**src/rtl/core/plpc_pkg.sv**
```systemverilog
// Shared constants and types for the polygon lattice point counter.
`timescale 1ns / 1ps

package plpc_pkg;

    // Port widths of the vertex and result fields.
    localparam int VERTEX_W   = 30;
    localparam int INTERIOR_W = 61;
    localparam int BOUNDARY_W = 63;

    // Coordinate bits actually used; each coordinate is sign-extended from here.
    localparam int COORD_BITS = 30;

    // Derived widths.
    localparam int DIFF_W = COORD_BITS + 1;
    localparam int K_W    = $clog2(DIFF_W);
    localparam int PROD_W = 2 * COORD_BITS;
    localparam int ACC_W  = 64;

    // Edge queue between the vertex front end and the edge engine.
    localparam int QDEPTH = 2;
    localparam int QPTR_W = (QDEPTH > 1) ? $clog2(QDEPTH) : 1;
    localparam int QCNT_W = $clog2(QDEPTH + 1);

    // One queued request: the vertex with the context needed to form its edges.
    typedef struct packed {
        logic signed [COORD_BITS-1:0] first_x;
        logic signed [COORD_BITS-1:0] first_y;
        logic signed [COORD_BITS-1:0] prev_x;
        logic signed [COORD_BITS-1:0] prev_y;
        logic signed [COORD_BITS-1:0] cur_x;
        logic signed [COORD_BITS-1:0] cur_y;
        logic                         has_prev;
        logic                         last;
    } t_edge_job;

endpackage

```
**src/rtl/core/plpc_front.sv**
```systemverilog
// Vertex front end: tracks first and previous vertex and queues edge work.
`timescale 1ns / 1ps

module plpc_front (
    input  logic                                i_clk,
    input  logic                                i_rst_n,
    input  logic                                i_vertex_valid,
    input  logic [plpc_pkg::VERTEX_W-1:0]       i_vertex_x,
    input  logic [plpc_pkg::VERTEX_W-1:0]       i_vertex_y,
    input  logic                                i_last_vertex,
    input  logic                                i_q_full,
    output logic                                o_vertex_stall,
    output logic                                o_push,
    output plpc_pkg::t_edge_job                 o_job
);

    logic signed [plpc_pkg::COORD_BITS-1:0] r_first_x;
    logic signed [plpc_pkg::COORD_BITS-1:0] r_first_y;
    logic signed [plpc_pkg::COORD_BITS-1:0] r_prev_x;
    logic signed [plpc_pkg::COORD_BITS-1:0] r_prev_y;
    logic                                   r_have_vertex;

    logic signed [plpc_pkg::COORD_BITS-1:0] w_x;
    logic signed [plpc_pkg::COORD_BITS-1:0] w_y;

    assign w_x = i_vertex_x[plpc_pkg::COORD_BITS-1:0];
    assign w_y = i_vertex_y[plpc_pkg::COORD_BITS-1:0];

    assign o_vertex_stall = i_q_full;
    assign o_push         = i_vertex_valid && !i_q_full;

    always_comb begin
        o_job.first_x  = r_have_vertex ? r_first_x : w_x;
        o_job.first_y  = r_have_vertex ? r_first_y : w_y;
        o_job.prev_x   = r_prev_x;
        o_job.prev_y   = r_prev_y;
        o_job.cur_x    = w_x;
        o_job.cur_y    = w_y;
        o_job.has_prev = r_have_vertex;
        o_job.last     = i_last_vertex;
    end

    always_ff @(posedge i_clk) begin
        if (!i_rst_n) begin
            r_first_x     <= '0;
            r_first_y     <= '0;
            r_prev_x      <= '0;
            r_prev_y      <= '0;
            r_have_vertex <= 1'b0;
        end else if (o_push) begin
            if (!r_have_vertex) begin
                r_first_x <= w_x;
                r_first_y <= w_y;
            end
            r_prev_x      <= w_x;
            r_prev_y      <= w_y;
            // The last vertex closes the polygon, so the next one starts a new one.
            r_have_vertex <= !i_last_vertex;
        end
    end

endmodule

```
**src/rtl/core/plpc_queue.sv**
```systemverilog
// Short FIFO of edge requests between the front end and the edge engine.
`timescale 1ns / 1ps

module plpc_queue (
    input  logic                i_clk,
    input  logic                i_rst_n,
    input  logic                i_push,
    input  plpc_pkg::t_edge_job i_job,
    input  logic                i_pop,
    output logic                o_full,
    output logic                o_empty,
    output plpc_pkg::t_edge_job o_job
);

    plpc_pkg::t_edge_job              r_mem [plpc_pkg::QDEPTH];
    logic [plpc_pkg::QPTR_W-1:0]      r_wr;
    logic [plpc_pkg::QPTR_W-1:0]      r_rd;
    logic [plpc_pkg::QCNT_W-1:0]      r_count;
    logic                             w_do_push;
    logic                             w_do_pop;

    assign o_full    = (r_count == plpc_pkg::QCNT_W'(plpc_pkg::QDEPTH));
    assign o_empty   = (r_count == '0);
    assign w_do_push = i_push && !o_full;
    assign w_do_pop  = i_pop && !o_empty;
    assign o_job     = r_mem[r_rd];

    always_ff @(posedge i_clk) begin
        if (w_do_push) begin
            r_mem[r_wr] <= i_job;
        end
    end

    always_ff @(posedge i_clk) begin
        if (!i_rst_n) begin
            r_wr    <= '0;
            r_rd    <= '0;
            r_count <= '0;
        end else begin
            if (w_do_push) begin
                r_wr <= (r_wr == plpc_pkg::QPTR_W'(plpc_pkg::QDEPTH - 1)) ? '0 : r_wr + 1'b1;
            end
            if (w_do_pop) begin
                r_rd <= (r_rd == plpc_pkg::QPTR_W'(plpc_pkg::QDEPTH - 1)) ? '0 : r_rd + 1'b1;
            end
            if (w_do_push && !w_do_pop) begin
                r_count <= r_count + 1'b1;
            end else if (w_do_pop && !w_do_push) begin
                r_count <= r_count - 1'b1;
            end
        end
    end

endmodule

```
**src/rtl/core/plpc_gcd.sv**
```systemverilog
// Iterative binary GCD unit, one shift or subtract step per cycle.
`timescale 1ns / 1ps

module plpc_gcd (
    input  logic                          i_clk,
    input  logic                          i_rst_n,
    input  logic                          i_start,
    input  logic [plpc_pkg::DIFF_W-1:0]   i_a,
    input  logic [plpc_pkg::DIFF_W-1:0]   i_b,
    output logic                          o_busy,
    output logic [plpc_pkg::DIFF_W-1:0]   o_gcd
);

    logic [plpc_pkg::DIFF_W-1:0] r_a;
    logic [plpc_pkg::DIFF_W-1:0] r_b;
    logic [plpc_pkg::K_W-1:0]    r_k;
    logic [plpc_pkg::DIFF_W-1:0] r_gcd;
    logic                        r_busy;

    assign o_busy = r_busy;
    assign o_gcd  = r_gcd;

    always_ff @(posedge i_clk) begin
        if (!i_rst_n) begin
            r_busy <= 1'b0;
        end else if (i_start) begin
            r_a    <= i_a;
            r_b    <= i_b;
            r_k    <= '0;
            r_busy <= 1'b1;
        end else if (r_busy) begin
            // Common factors of two are counted in r_k and restored at the end.
            if (r_a == '0) begin
                r_gcd  <= r_b << r_k;
                r_busy <= 1'b0;
            end else if (r_b == '0) begin
                r_gcd  <= r_a << r_k;
                r_busy <= 1'b0;
            end else if (!r_a[0] && !r_b[0]) begin
                r_a <= r_a >> 1;
                r_b <= r_b >> 1;
                r_k <= r_k + 1'b1;
            end else if (!r_a[0]) begin
                r_a <= r_a >> 1;
            end else if (!r_b[0]) begin
                r_b <= r_b >> 1;
            end else if (r_a >= r_b) begin
                r_a <= (r_a - r_b) >> 1;
            end else begin
                r_b <= (r_b - r_a) >> 1;
            end
        end
    end

endmodule

```
**src/rtl/core/plpc_back.sv**
```systemverilog
// Edge engine: accumulates doubled area and boundary count, then forms the result.
`timescale 1ns / 1ps

module plpc_back (
    input  logic                                i_clk,
    input  logic                                i_rst_n,
    input  logic                                i_q_empty,
    input  plpc_pkg::t_edge_job                 i_job,
    output logic                                o_pop,
    output logic                                o_result_valid,
    input  logic                                i_result_stall,
    output logic [plpc_pkg::INTERIOR_W-1:0]     o_interior_points,
    output logic [plpc_pkg::BOUNDARY_W-1:0]     o_perimeter_points
);

    localparam logic [2:0] B_IDLE = 3'd0;
    localparam logic [2:0] B_LOAD = 3'd1;
    localparam logic [2:0] B_MUL2 = 3'd2;
    localparam logic [2:0] B_SUB  = 3'd3;
    localparam logic [2:0] B_GCD  = 3'd4;
    localparam logic [2:0] B_ABS  = 3'd5;
    localparam logic [2:0] B_DIFF = 3'd6;
    localparam logic [2:0] B_OUT  = 3'd7;

    localparam int CW = plpc_pkg::COORD_BITS;

    logic [2:0]                          r_state;
    logic                                r_last;
    logic                                r_closing;
    logic signed [CW-1:0]                r_ax;
    logic signed [CW-1:0]                r_ay;
    logic signed [CW-1:0]                r_bx;
    logic signed [CW-1:0]                r_by;
    logic signed [CW-1:0]                r_first_x;
    logic signed [CW-1:0]                r_first_y;
    logic signed [plpc_pkg::PROD_W-1:0]  r_prod;
    logic [plpc_pkg::ACC_W-1:0]          r_area;
    logic [plpc_pkg::ACC_W-1:0]          r_edge;
    logic                                r_out_valid;
    logic [plpc_pkg::INTERIOR_W-1:0]     r_interior;
    logic [plpc_pkg::BOUNDARY_W-1:0]     r_boundary;

    logic signed [CW-1:0]                w_mul_a;
    logic signed [CW-1:0]                w_mul_b;
    logic signed [plpc_pkg::PROD_W-1:0]  w_prod;
    logic [plpc_pkg::ACC_W-1:0]          w_prod_ext;
    logic signed [plpc_pkg::DIFF_W-1:0]  w_dx;
    logic signed [plpc_pkg::DIFF_W-1:0]  w_dy;
    logic [plpc_pkg::DIFF_W-1:0]         w_abs_dx;
    logic [plpc_pkg::DIFF_W-1:0]         w_abs_dy;
    logic                                w_gcd_start;
    logic                                w_gcd_busy;
    logic [plpc_pkg::DIFF_W-1:0]         w_gcd;
    logic [plpc_pkg::ACC_W-1:0]          w_half;
    logic                                w_out_free;

    assign o_pop              = (r_state == B_IDLE) && !i_q_empty;
    assign o_result_valid     = r_out_valid;
    assign o_interior_points  = r_interior;
    assign o_perimeter_points = r_boundary;
    assign w_out_free         = !r_out_valid || !i_result_stall;

    // One shared multiplier: ax*by in the load cycle, bx*ay in the next.
    assign w_mul_a    = (r_state == B_LOAD) ? r_ax : r_bx;
    assign w_mul_b    = (r_state == B_LOAD) ? r_by : r_ay;
    assign w_prod     = plpc_pkg::PROD_W'(w_mul_a) * plpc_pkg::PROD_W'(w_mul_b);
    assign w_prod_ext = {{(plpc_pkg::ACC_W - plpc_pkg::PROD_W){r_prod[plpc_pkg::PROD_W-1]}},
                         r_prod};

    assign w_dx     = {r_bx[CW-1], r_bx} - {r_ax[CW-1], r_ax};
    assign w_dy     = {r_by[CW-1], r_by} - {r_ay[CW-1], r_ay};
    assign w_abs_dx = w_dx[plpc_pkg::DIFF_W-1] ? -w_dx : w_dx;
    assign w_abs_dy = w_dy[plpc_pkg::DIFF_W-1] ? -w_dy : w_dy;

    assign w_gcd_start = (r_state == B_LOAD);
    assign w_half      = {r_area[plpc_pkg::ACC_W-1], r_area[plpc_pkg::ACC_W-1:1]};

    plpc_gcd u_gcd (
        .i_clk   (i_clk),
        .i_rst_n (i_rst_n),
        .i_start (w_gcd_start),
        .i_a     (w_abs_dx),
        .i_b     (w_abs_dy),
        .o_busy  (w_gcd_busy),
        .o_gcd   (w_gcd)
    );

    always_ff @(posedge i_clk) begin
        if (!i_rst_n) begin
            r_state     <= B_IDLE;
            r_area      <= '0;
            r_edge      <= '0;
            r_out_valid <= 1'b0;
        end else begin
            r_out_valid <= ((r_state == B_OUT) && w_out_free)
                           || (r_out_valid && i_result_stall);
            case (r_state)
                B_IDLE: begin
                    if (!i_q_empty) begin
                        r_last    <= i_job.last;
                        r_first_x <= i_job.first_x;
                        r_first_y <= i_job.first_y;
                        if (i_job.has_prev) begin
                            r_ax      <= i_job.prev_x;
                            r_ay      <= i_job.prev_y;
                            r_bx      <= i_job.cur_x;
                            r_by      <= i_job.cur_y;
                            r_closing <= 1'b0;
                            r_state   <= B_LOAD;
                        end else if (i_job.last) begin
                            // A lone vertex closes onto itself: a zero-length edge.
                            r_ax      <= i_job.cur_x;
                            r_ay      <= i_job.cur_y;
                            r_bx      <= i_job.first_x;
                            r_by      <= i_job.first_y;
                            r_closing <= 1'b1;
                            r_state   <= B_LOAD;
                        end
                    end
                end
                B_LOAD: begin
                    r_prod  <= w_prod;
                    r_state <= B_MUL2;
                end
                B_MUL2: begin
                    r_area  <= r_area + w_prod_ext;
                    r_prod  <= w_prod;
                    r_state <= B_SUB;
                end
                B_SUB: begin
                    r_area  <= r_area - w_prod_ext;
                    r_state <= B_GCD;
                end
                B_GCD: begin
                    if (!w_gcd_busy) begin
                        r_edge <= r_edge
                                  + {{(plpc_pkg::ACC_W - plpc_pkg::DIFF_W){1'b0}}, w_gcd};
                        if (r_last && !r_closing) begin
                            r_ax      <= r_bx;
                            r_ay      <= r_by;
                            r_bx      <= r_first_x;
                            r_by      <= r_first_y;
                            r_closing <= 1'b1;
                            r_state   <= B_LOAD;
                        end else if (r_last) begin
                            r_state <= B_ABS;
                        end else begin
                            r_state <= B_IDLE;
                        end
                    end
                end
                B_ABS: begin
                    if (r_area[plpc_pkg::ACC_W-1]) begin
                        r_area <= '0 - r_area;
                    end
                    r_state <= B_DIFF;
                end
                B_DIFF: begin
                    r_area  <= r_area - r_edge;
                    r_state <= B_OUT;
                end
                B_OUT: begin
                    if (w_out_free) begin
                        r_interior  <= plpc_pkg::INTERIOR_W'(w_half + 1'b1);
                        r_boundary  <= r_edge[plpc_pkg::BOUNDARY_W-1:0];
                        r_area      <= '0;
                        r_edge      <= '0;
                        r_state     <= B_IDLE;
                    end
                end
                default: begin
                    r_state <= B_IDLE;
                end
            endcase
        end
    end

endmodule

```
**src/rtl/core/polygon_lattice_point_counter_core.sv**
```systemverilog
// Top level of the polygon lattice point counter.
`timescale 1ns / 1ps

// Vertices of a lattice polygon arrive one per request, the last one flagged; one
// result with the interior and boundary point counts (Pick's theorem) follows the
// last vertex. A vertex enters a two-entry queue; the edge engine takes it in idle
// and works its edge through the load, multiply, subtract and GCD states; the GCD
// state waits on a binary GCD of the edge's absolute coordinate differences, one
// step per cycle. The last vertex of a polygon adds the closing edge, which goes
// from the GCD state straight back to load without the queue; then the result is
// formed in the abs, diff and out states and waits in the output register as long
// as the result is stalled. The GCD iteration sets the rate.

module polygon_lattice_point_counter_core (
    input  logic                                i_clk,
    input  logic                                i_rst_n,
    input  logic                                i_vertex_valid,
    output logic                                o_vertex_stall,
    input  logic [plpc_pkg::VERTEX_W-1:0]       i_vertex_x,
    input  logic [plpc_pkg::VERTEX_W-1:0]       i_vertex_y,
    input  logic                                i_last_vertex,
    output logic                                o_result_valid,
    input  logic                                i_result_stall,
    output logic [plpc_pkg::INTERIOR_W-1:0]     o_interior_points,
    output logic [plpc_pkg::BOUNDARY_W-1:0]     o_perimeter_points
);

    plpc_pkg::t_edge_job w_push_job;
    plpc_pkg::t_edge_job w_head_job;
    logic                w_push;
    logic                w_pop;
    logic                w_q_full;
    logic                w_q_empty;

    plpc_front u_front (
        .i_clk          (i_clk),
        .i_rst_n        (i_rst_n),
        .i_vertex_valid (i_vertex_valid),
        .i_vertex_x     (i_vertex_x),
        .i_vertex_y     (i_vertex_y),
        .i_last_vertex  (i_last_vertex),
        .i_q_full       (w_q_full),
        .o_vertex_stall (o_vertex_stall),
        .o_push         (w_push),
        .o_job          (w_push_job)
    );

    plpc_queue u_queue (
        .i_clk   (i_clk),
        .i_rst_n (i_rst_n),
        .i_push  (w_push),
        .i_job   (w_push_job),
        .i_pop   (w_pop),
        .o_full  (w_q_full),
        .o_empty (w_q_empty),
        .o_job   (w_head_job)
    );

    plpc_back u_back (
        .i_clk              (i_clk),
        .i_rst_n            (i_rst_n),
        .i_q_empty          (w_q_empty),
        .i_job              (w_head_job),
        .o_pop              (w_pop),
        .o_result_valid     (o_result_valid),
        .i_result_stall     (i_result_stall),
        .o_interior_points  (o_interior_points),
        .o_perimeter_points (o_perimeter_points)
    );

endmodule

```
**config.mk**
```make
export PLATFORM = sky130hd
export DESIGN_NAME = polygon_lattice_point_counter_core
export DESIGN_NICKNAME = d
export VERILOG_FILES = /design/src/rtl/core/plpc_pkg.sv /design/src/rtl/core/plpc_front.sv /design/src/rtl/core/plpc_queue.sv /design/src/rtl/core/plpc_gcd.sv /design/src/rtl/core/plpc_back.sv /design/src/rtl/core/polygon_lattice_point_counter_core.sv
export SDC_FILE = /design/constraint.sdc
export NUM_CORES = 2
export LEC_CHECK = 0
export BUFFER_PORTS_ARGS = -buffer_cell sky130_fd_sc_hd__buf_2
export CORE_ASPECT_RATIO = 0.7
export CORE_MARGIN = 2
export CORE_UTILIZATION = 60
export DETAILED_ROUTE_END_ITERATION = 6
export GPL_ROUTABILITY_DRIVEN = 0
export PLACE_DENSITY = 0.77
export SYNTH_ARGS = -nofsm -noshare
export SYNTH_HDL_FRONTEND = slang
export SYNTH_SLANG_ARGS = --single-unit
```
**constraint.sdc**
```tcl
create_clock -name i_clk -period 24.8 [get_ports i_clk]
set_clock_uncertainty 0.2 [all_clocks]
set_input_delay 4.96 -clock i_clk [delete_from_list [all_inputs] [get_ports i_clk]]
set_output_delay 4.96 -clock i_clk [all_outputs]
set_load 0.05 [all_outputs]
```
== Word-level counts from Yosys, hierarchy flattened ==
Memory sizes are Yosys's and may differ from the RTL's. A register that Yosys moved wholly into a read port is not among the register bits.
Cells that the tools add are included.

* Register bits: 722
* Bits in writable memories: 364
* Input port bits: 65
* Output and inout port bits: 126
* Word-level logic and storage cells: 206
* Memories kept: 1

{| class="wikitable"
|+ Memories
! memory !! depth !! bits a word !! rd ports !! clocked after memory_dff !! write ports !! line !! source
|-
| u_queue.r_mem || 2 || 182 || 1 || 1 || 1 || plpc_queue.sv:15 || <nowiki>plpc_pkg::t_edge_job r_mem [plpc_pkg::QDEPTH];</nowiki>
|}

* Add/subtract/negate cells: 17
* $mul: 1
* $lt $le $gt $ge: 1
* Equality and inequality tests: 19
* Shift-type cells: 2
* Muxes and demuxes: 83
* Bitwise gates (word level): 2
* Reductions and logical operators: 49

{| class="wikitable"
|+ Operators by type and width
! kind !! number
|-
| 30-bit 2-to-1 mux || 24
|-
| 31-bit 2-to-1 mux || 20
|-
| 64-bit case mux with 5 select lines || 1
|-
| 30-bit case mux with 2 select lines || 4
|-
| 64-bit 2-to-1 mux || 3
|-
| 64-bit case mux with 2 select lines || 1
|-
| 64-bit subtractor || 2
|-
| 64-bit by 31-bit adder with 64-bit output || 1
|-
| 64-bit adder || 1
|-
| 1-bit by 64-bit subtractor with 64-bit output, first input constant || 1
|-
| 31-bit zero test || 2
|-
| 31-bit negator || 2
|-
| 31-bit by 5-bit left shift with 31-bit output || 2
|-
| 30-bit by 30-bit subtractor with 31-bit output || 2
|-
| 31-bit subtractor || 2
|-
| 61-bit by 2-bit adder with 61-bit output, second input constant || 1
|-
| 30-bit by 30-bit multiplier with 60-bit output || 1
|-
| 31-bit >= comparator || 1
|-
| 3-bit case mux with 8 select lines || 1
|-
| 3-bit 2-to-1 mux || 7
|-
| 5-bit 2-to-1 mux || 4
|-
| 6-bit AND reduction || 3
|-
| 1-bit 2-to-1 mux || 15
|-
| 3-bit == test, second input constant || 4
|-
| other kinds (28) || 69
|}

== Depth between registers and ports, before layout ==
* Depth after elaboration: 9
* Gate-level depth with buffers: 36
* Gate-level depth less buffers: 32

== By module ==
From an unflattened synthesis, not the netlist that was laid out.

* Cell total of the unflattened synthesis: 9718
* Area, all modules: 94215.4 um^2

{| class="wikitable"
|+ Modules (own cells, without submodules)
! module !! times used !! cells each !! area each (um^2) !! sequential area each (um^2)
|-
| plpc_back || 1 || 7333 || 65666.7 || 13633.1
|-
| plpc_queue || 1 || 591 || 13391.6 || 11030.6
|-
| plpc_gcd || 1 || 1131 || 9480.3 || 2962.8
|-
| plpc_front || 1 || 663 || 5676.7 || 2422.3
|}

== Worst setup path after synthesis ==
No wires, ideal clock.

* Kind: input -> register
* Start point: in i_vertex_valid
* End point: mem u_queue.r_mem[0][0] in the netlist's numbering, enable pin
* Setup time: 728 ps
* Data arrival time: 12830 ps
* Data required time: 23872 ps
* Setup slack: 11043 ps
* Cell stages on the path: 3
* Buffers on the path: 1
* Path through: nand2_1 -> clkbuf_1 -> nor2_1

* Longest elaborated chain between the ends: 4

{| class="wikitable"
|+ Ends and longest elaborated chain
! item !! line !! source
|-
| start: declaration || polygon_lattice_point_counter_core.sv:17 || <nowiki>input logic i_vertex_valid,</nowiki>
|-
| 1-bit logical AND || plpc_front.sv:30 || <nowiki>assign o_push = i_vertex_valid && !i_q_full;</nowiki>
|-
| 1-bit logical AND || plpc_queue.sv:24 || <nowiki>assign w_do_push = i_push && !o_full;</nowiki>
|-
| 1-bit 2-to-1 mux || plpc_queue.sv:29 || <nowiki>if (w_do_push) begin</nowiki>
|-
| 1-bit 2-to-1 mux (not written as such) || plpc_queue.sv:30 || <nowiki>r_mem[r_wr] <= i_job;</nowiki>
|-
| end: declaration || plpc_queue.sv:15 ||
|}

Every way passes these cells.

== Final worst setup path ==
* Start point: reg u_back.r_state[0]
* End point: reg u_back.r_prod[58] in the netlist's numbering (data pin)

* Longest elaborated chain between the ends: 3
* Elaborated cells between the ends (all ways): 4
* Classes of those cells: mul: 1; eq/ne: 1; mux: 2

{| class="wikitable"
|+ Ends and longest elaborated chain
! item !! line !! source
|-
| start: declaration || plpc_back.sv:27 || <nowiki>logic [2:0] r_state;</nowiki>
|-
| start signal: assignment || plpc_back.sv:90 || <nowiki>r_state <= B_IDLE;</nowiki>
|-
| start signal: assignment || plpc_back.sv:109 || <nowiki>r_state <= B_LOAD;</nowiki>
|-
| start signal: assignment || plpc_back.sv:117 || <nowiki>r_state <= B_LOAD;</nowiki>
|-
| 3-bit by 1-bit == test with 1-bit output (*) || plpc_back.sv:64, plpc_back.sv:65 ||
|-
| 30-bit 2-to-1 mux (on tied branches) || plpc_back.sv:64, plpc_back.sv:65 ||
|-
| 30-bit by 30-bit multiplier with 60-bit output (*) || plpc_back.sv:66 || <nowiki>assign w_prod = plpc_pkg::PROD_W'(w_mul_a) * plpc_pkg::PROD_W'(w_mul_b);</nowiki>
|-
| via u_back.w_prod, one bit || plpc_back.sv:45 || <nowiki>logic signed [plpc_pkg::PROD_W-1:0] w_prod;</nowiki>
|-
| end signal: assignment || plpc_back.sv:122 || <nowiki>r_prod <= w_prod;</nowiki>
|-
| end signal: assignment || plpc_back.sv:127 || <nowiki>r_prod <= w_prod;</nowiki>
|-
| end: declaration || plpc_back.sv:36 || <nowiki>logic signed [plpc_pkg::PROD_W-1:0] r_prod;</nowiki>
|}

Mark *: on every way through the listed nets, which the timed path passes. The rest lies on a longest branch.
A chain may end at the register's enable or synchronous reset.

==> results.md <==
* Drt first-iter violations at 11102
* CTS Hold Bufs at 0
* Area of the core at 0.1534 sq mm
* Port buffer count at 190
* CP endpoint kind: flip-flop
* Height of the die at 333.4 microns
* DRT Wirelength at 281500 microns
* TritonRoute pass-1 iters at 7
* Max-cap violations at 1
* Width of the die at 474.6 microns
* Crit path DAT at 11.69 ns
* Register area share after synthesis at 32.31%
* H-Tree Depth at 3
* Starting Density at 60.62%
* Area growth, synth to finish at 7.154%
* Unrepaired setup endpoints after global routing: no
* Setup TNS Final at 0 ns
* Inserted Clock Buffers at 104
* Routed vias at 74999
* WL per Instance at 23.79 microns
* Worst-path clk slew at 0.08 ns
* Slew at the pin with the worst max-slew slack at 1.477 ns
* Slowest Stage Delay on Critical Path at 0.90 ns
* Detailed-route DRC error count at 2
* Layout net count at 11092
* Min-Delay Path Class: reg -> reg
* Crit path required time at 25.10 ns
* Largest net degree at the start of global routing at 182
* Syn_nets at 11177
* Post-DRT Antenna Nets at 0
* Clk_lat worst skew at 0.80 ns
* Post-CTS Setup Bufs at 0
* Crit Path Max Fanout at 60
* Hpwl dp at 208200 microns
* R2r setup slk at 13.41 ns
* Startpoint Class: flip-flop
* Vias in the first global route at 73136
* First-pass GRT wire length at 431700 microns
* Synth async-reset ratio at 0%
* CTS Sinks at 1087
* Slew HR at 0.9386%
* Total Routing Usage GR at 35.49%
* Main synth FF type: edfxtp_1
* Failing checks: design-rule violations, max-capacitance violations
* Final hold vios at 0
* Final period utilization at 45.93%
* Final setup violation count at 0
* Gate count after technology mapping at 9749
* Num ports at 191
* Synth warn at 0
* Mapped Area at 0.09301 sq mm
* Slew Viols, Final at 0
* EDFF count, synth at 828
* # rows at 120
* Post-cts resize count at 0
* Max clock buf depth at 3
* Setup Crit Path Kind: reg -> reg
* Max Freq at 87.80 MHz
* Die area at 0.1582 sq mm
* Fill cell count at 12008
* Share of layout cells above drive strength 1 at 8.703%
* GRT Residual Overflow at 0
* TritonCTS clock tree: built
* Synthesis-stage register bit count at 1087
* CTS Root Cell: clkbuf_16
* Multi-input logic area at 0.05687 sq mm
* Initial antenna violation count at 15
* Min Tclk post-route at 11.39 ns
* Vias/cell at 6.337
* Mean post-synth cell area at 9.541 sq um
* Status: complete, but fails checks
* Storage cell area at 0.03006 sq mm
* Max stage delay cell, worst path: fa_1
* Library cells used by synthesis at 96
## state kept, by name (all words and copies together), names as in the netlist, 31 cells and up, named ones only
| register | flops |
|---|---|
| u_back.u_gcd.r_a | 31 |
| u_back.r_area | 64 |
| u_queue.r_mem | 364 |
| u_back.u_gcd.r_b | 31 |
| u_back.r_prod | 60 |
| u_back.u_gcd.o_gcd | 31 |
| u_back.r_edge | 64 |
| u_back.o_interior_points | 61 |
| u_back.o_perimeter_points | 63 |
## Yosys cell counts (44+ instances only)
cell type | n | area, sq um
xnor2_1 | 252 | 2207
mux2i_1 | 169 | 1692
nand2b_1 | 51 | 319.1
nand2_1 | 1214 | 4557
inv_1 | 1178 | 4422
mux2_2 | 208 | 2342
nand3_1 | 105 | 525.5
o21a_1 | 50 | 375.4
and3_1 | 50 | 312.8
o21ai_0 | 463 | 2317
xor2_1 | 138 | 1209
a22oi_1 | 48 | 360.4
nand4_1 | 56 | 350.3
a221oi_1 | 93 | 814.5
dfxtp_1 | 259 | 5185
fa_1 | 964 | 19300
edfxtp_1 | 828 | 24860
o21bai_1 | 50 | 375.4
nor4_1 | 50 | 312.8
ha_1 | 399 | 4992
clkbuf_1 | 504 | 1892
nor2b_1 | 46 | 287.8
or3_1 | 50 | 312.8
a21oi_1 | 627 | 3138
a31oi_1 | 44 | 275.3
a21o_1 | 191 | 1434
nor2_1 | 917 | 3442
nor3_1 | 164 | 820.8
a211oi_1 | 73 | 548.0
## cell type report
type	instances	area share (%)
Clock inverter	59	0.7331
Antenna cell	6	0.01506
Inverter	1184	4.467
Clock buffer	138	2.860
Tap cell	2074	2.604
Multi-Input combinational cell	6951	57.06
Timing Repair Buffer	336	2.104
Sequential cell	1087	30.16
## per-stage QoR
step,instances,setup WS [ns],utilization [%],area [sq um],hold slack (ns)
3_5_place_dp,11632,13.59,62.61,96070,0.2359
3_3_place_gp,11632,13.96,62.61,96070,0.2296
6_report,11835,13.41,64.95,99670,0.2293
4_1_cts,11829,13.55,64.94,99650,0.2268
2_1_floorplan,9749,11.04,-,93010,0.2237
5_1_grt,11832,12.78,64.95,99660,0.2481
## worst paths after layout
check                            start              endpoint  cells past startpoint
setup / recovery     u_back.r_state[0]     u_back.r_prod[58]                     32
hold / removal    u_front.r_prev_y[15]  u_queue.r_mem[0][77]                      0
setup reg to reg     u_back.r_state[0]     u_back.r_prod[58]                     32
hold reg to reg   u_front.r_prev_y[15]  u_queue.r_mem[0][77]                      0
## cells by family after synthesis
kind of cell,share of synthesized area (%)
flops,32.31
fa+ha+maj,26.12
simple gates,13.44
xor+xnor,3.672
buf+inv,6.910
mux,4.409
compound gates,13.15
## metal layers
metal,vias up,global-route usage [%],routed length [microns]
met5,-,0.7310,271
met4,22,11.86,11270
met3,869,14.46,45630
met2,5123,49.77,114700
met1,36260,49.77,109700
li1,32725,-,-
## cell usage in the layout, fill, tap and decap left out, types with 31 or more instances in the layout
master	instances
a221oi_1	93
nand2b_1	50
a211oi_1	72
nor4_1	50
nor2b_1	46
a21oi_1	612
a21o_1	191
buf_2	190
nor3_1	161
and3_1	48
o21bai_1	50
mux2i_1	168
a31oi_1	44
fa_1	964
mux2_2	208
clkbuf_16	104
o31ai_1	32
nand4_1	56
a22oi_1	48
xnor2_1	252
nand2_1	1211
nand3_1	105
and2_1	36
ha_1	399
nor3b_1	31
or3_1	49
o21a_1	50
buf_4	142
nor2_1	910
xor2_1	138
dfxtp_1	257
inv_1	1177
edfxtp_1	828
o21ai_0	454
## worst max-delay path: cells and delay by family, from the launching register on
| kind | cells | cell delay, ns |
|---|---|---|
| fa+ha+maj | 9 | 4.79 |
| compound gates | 5 | 1.69 |
| simple gates | 7 | 1.41 |
| buf+inv | 10 | 2.37 |
| flops | 1 | 0.52 |
| xor+xnor | 1 | 0.09 |
Power is left out: the tool's default activity adds up to more than one toggle a clock period on the data nets, which glitch-free logic cannot reach.
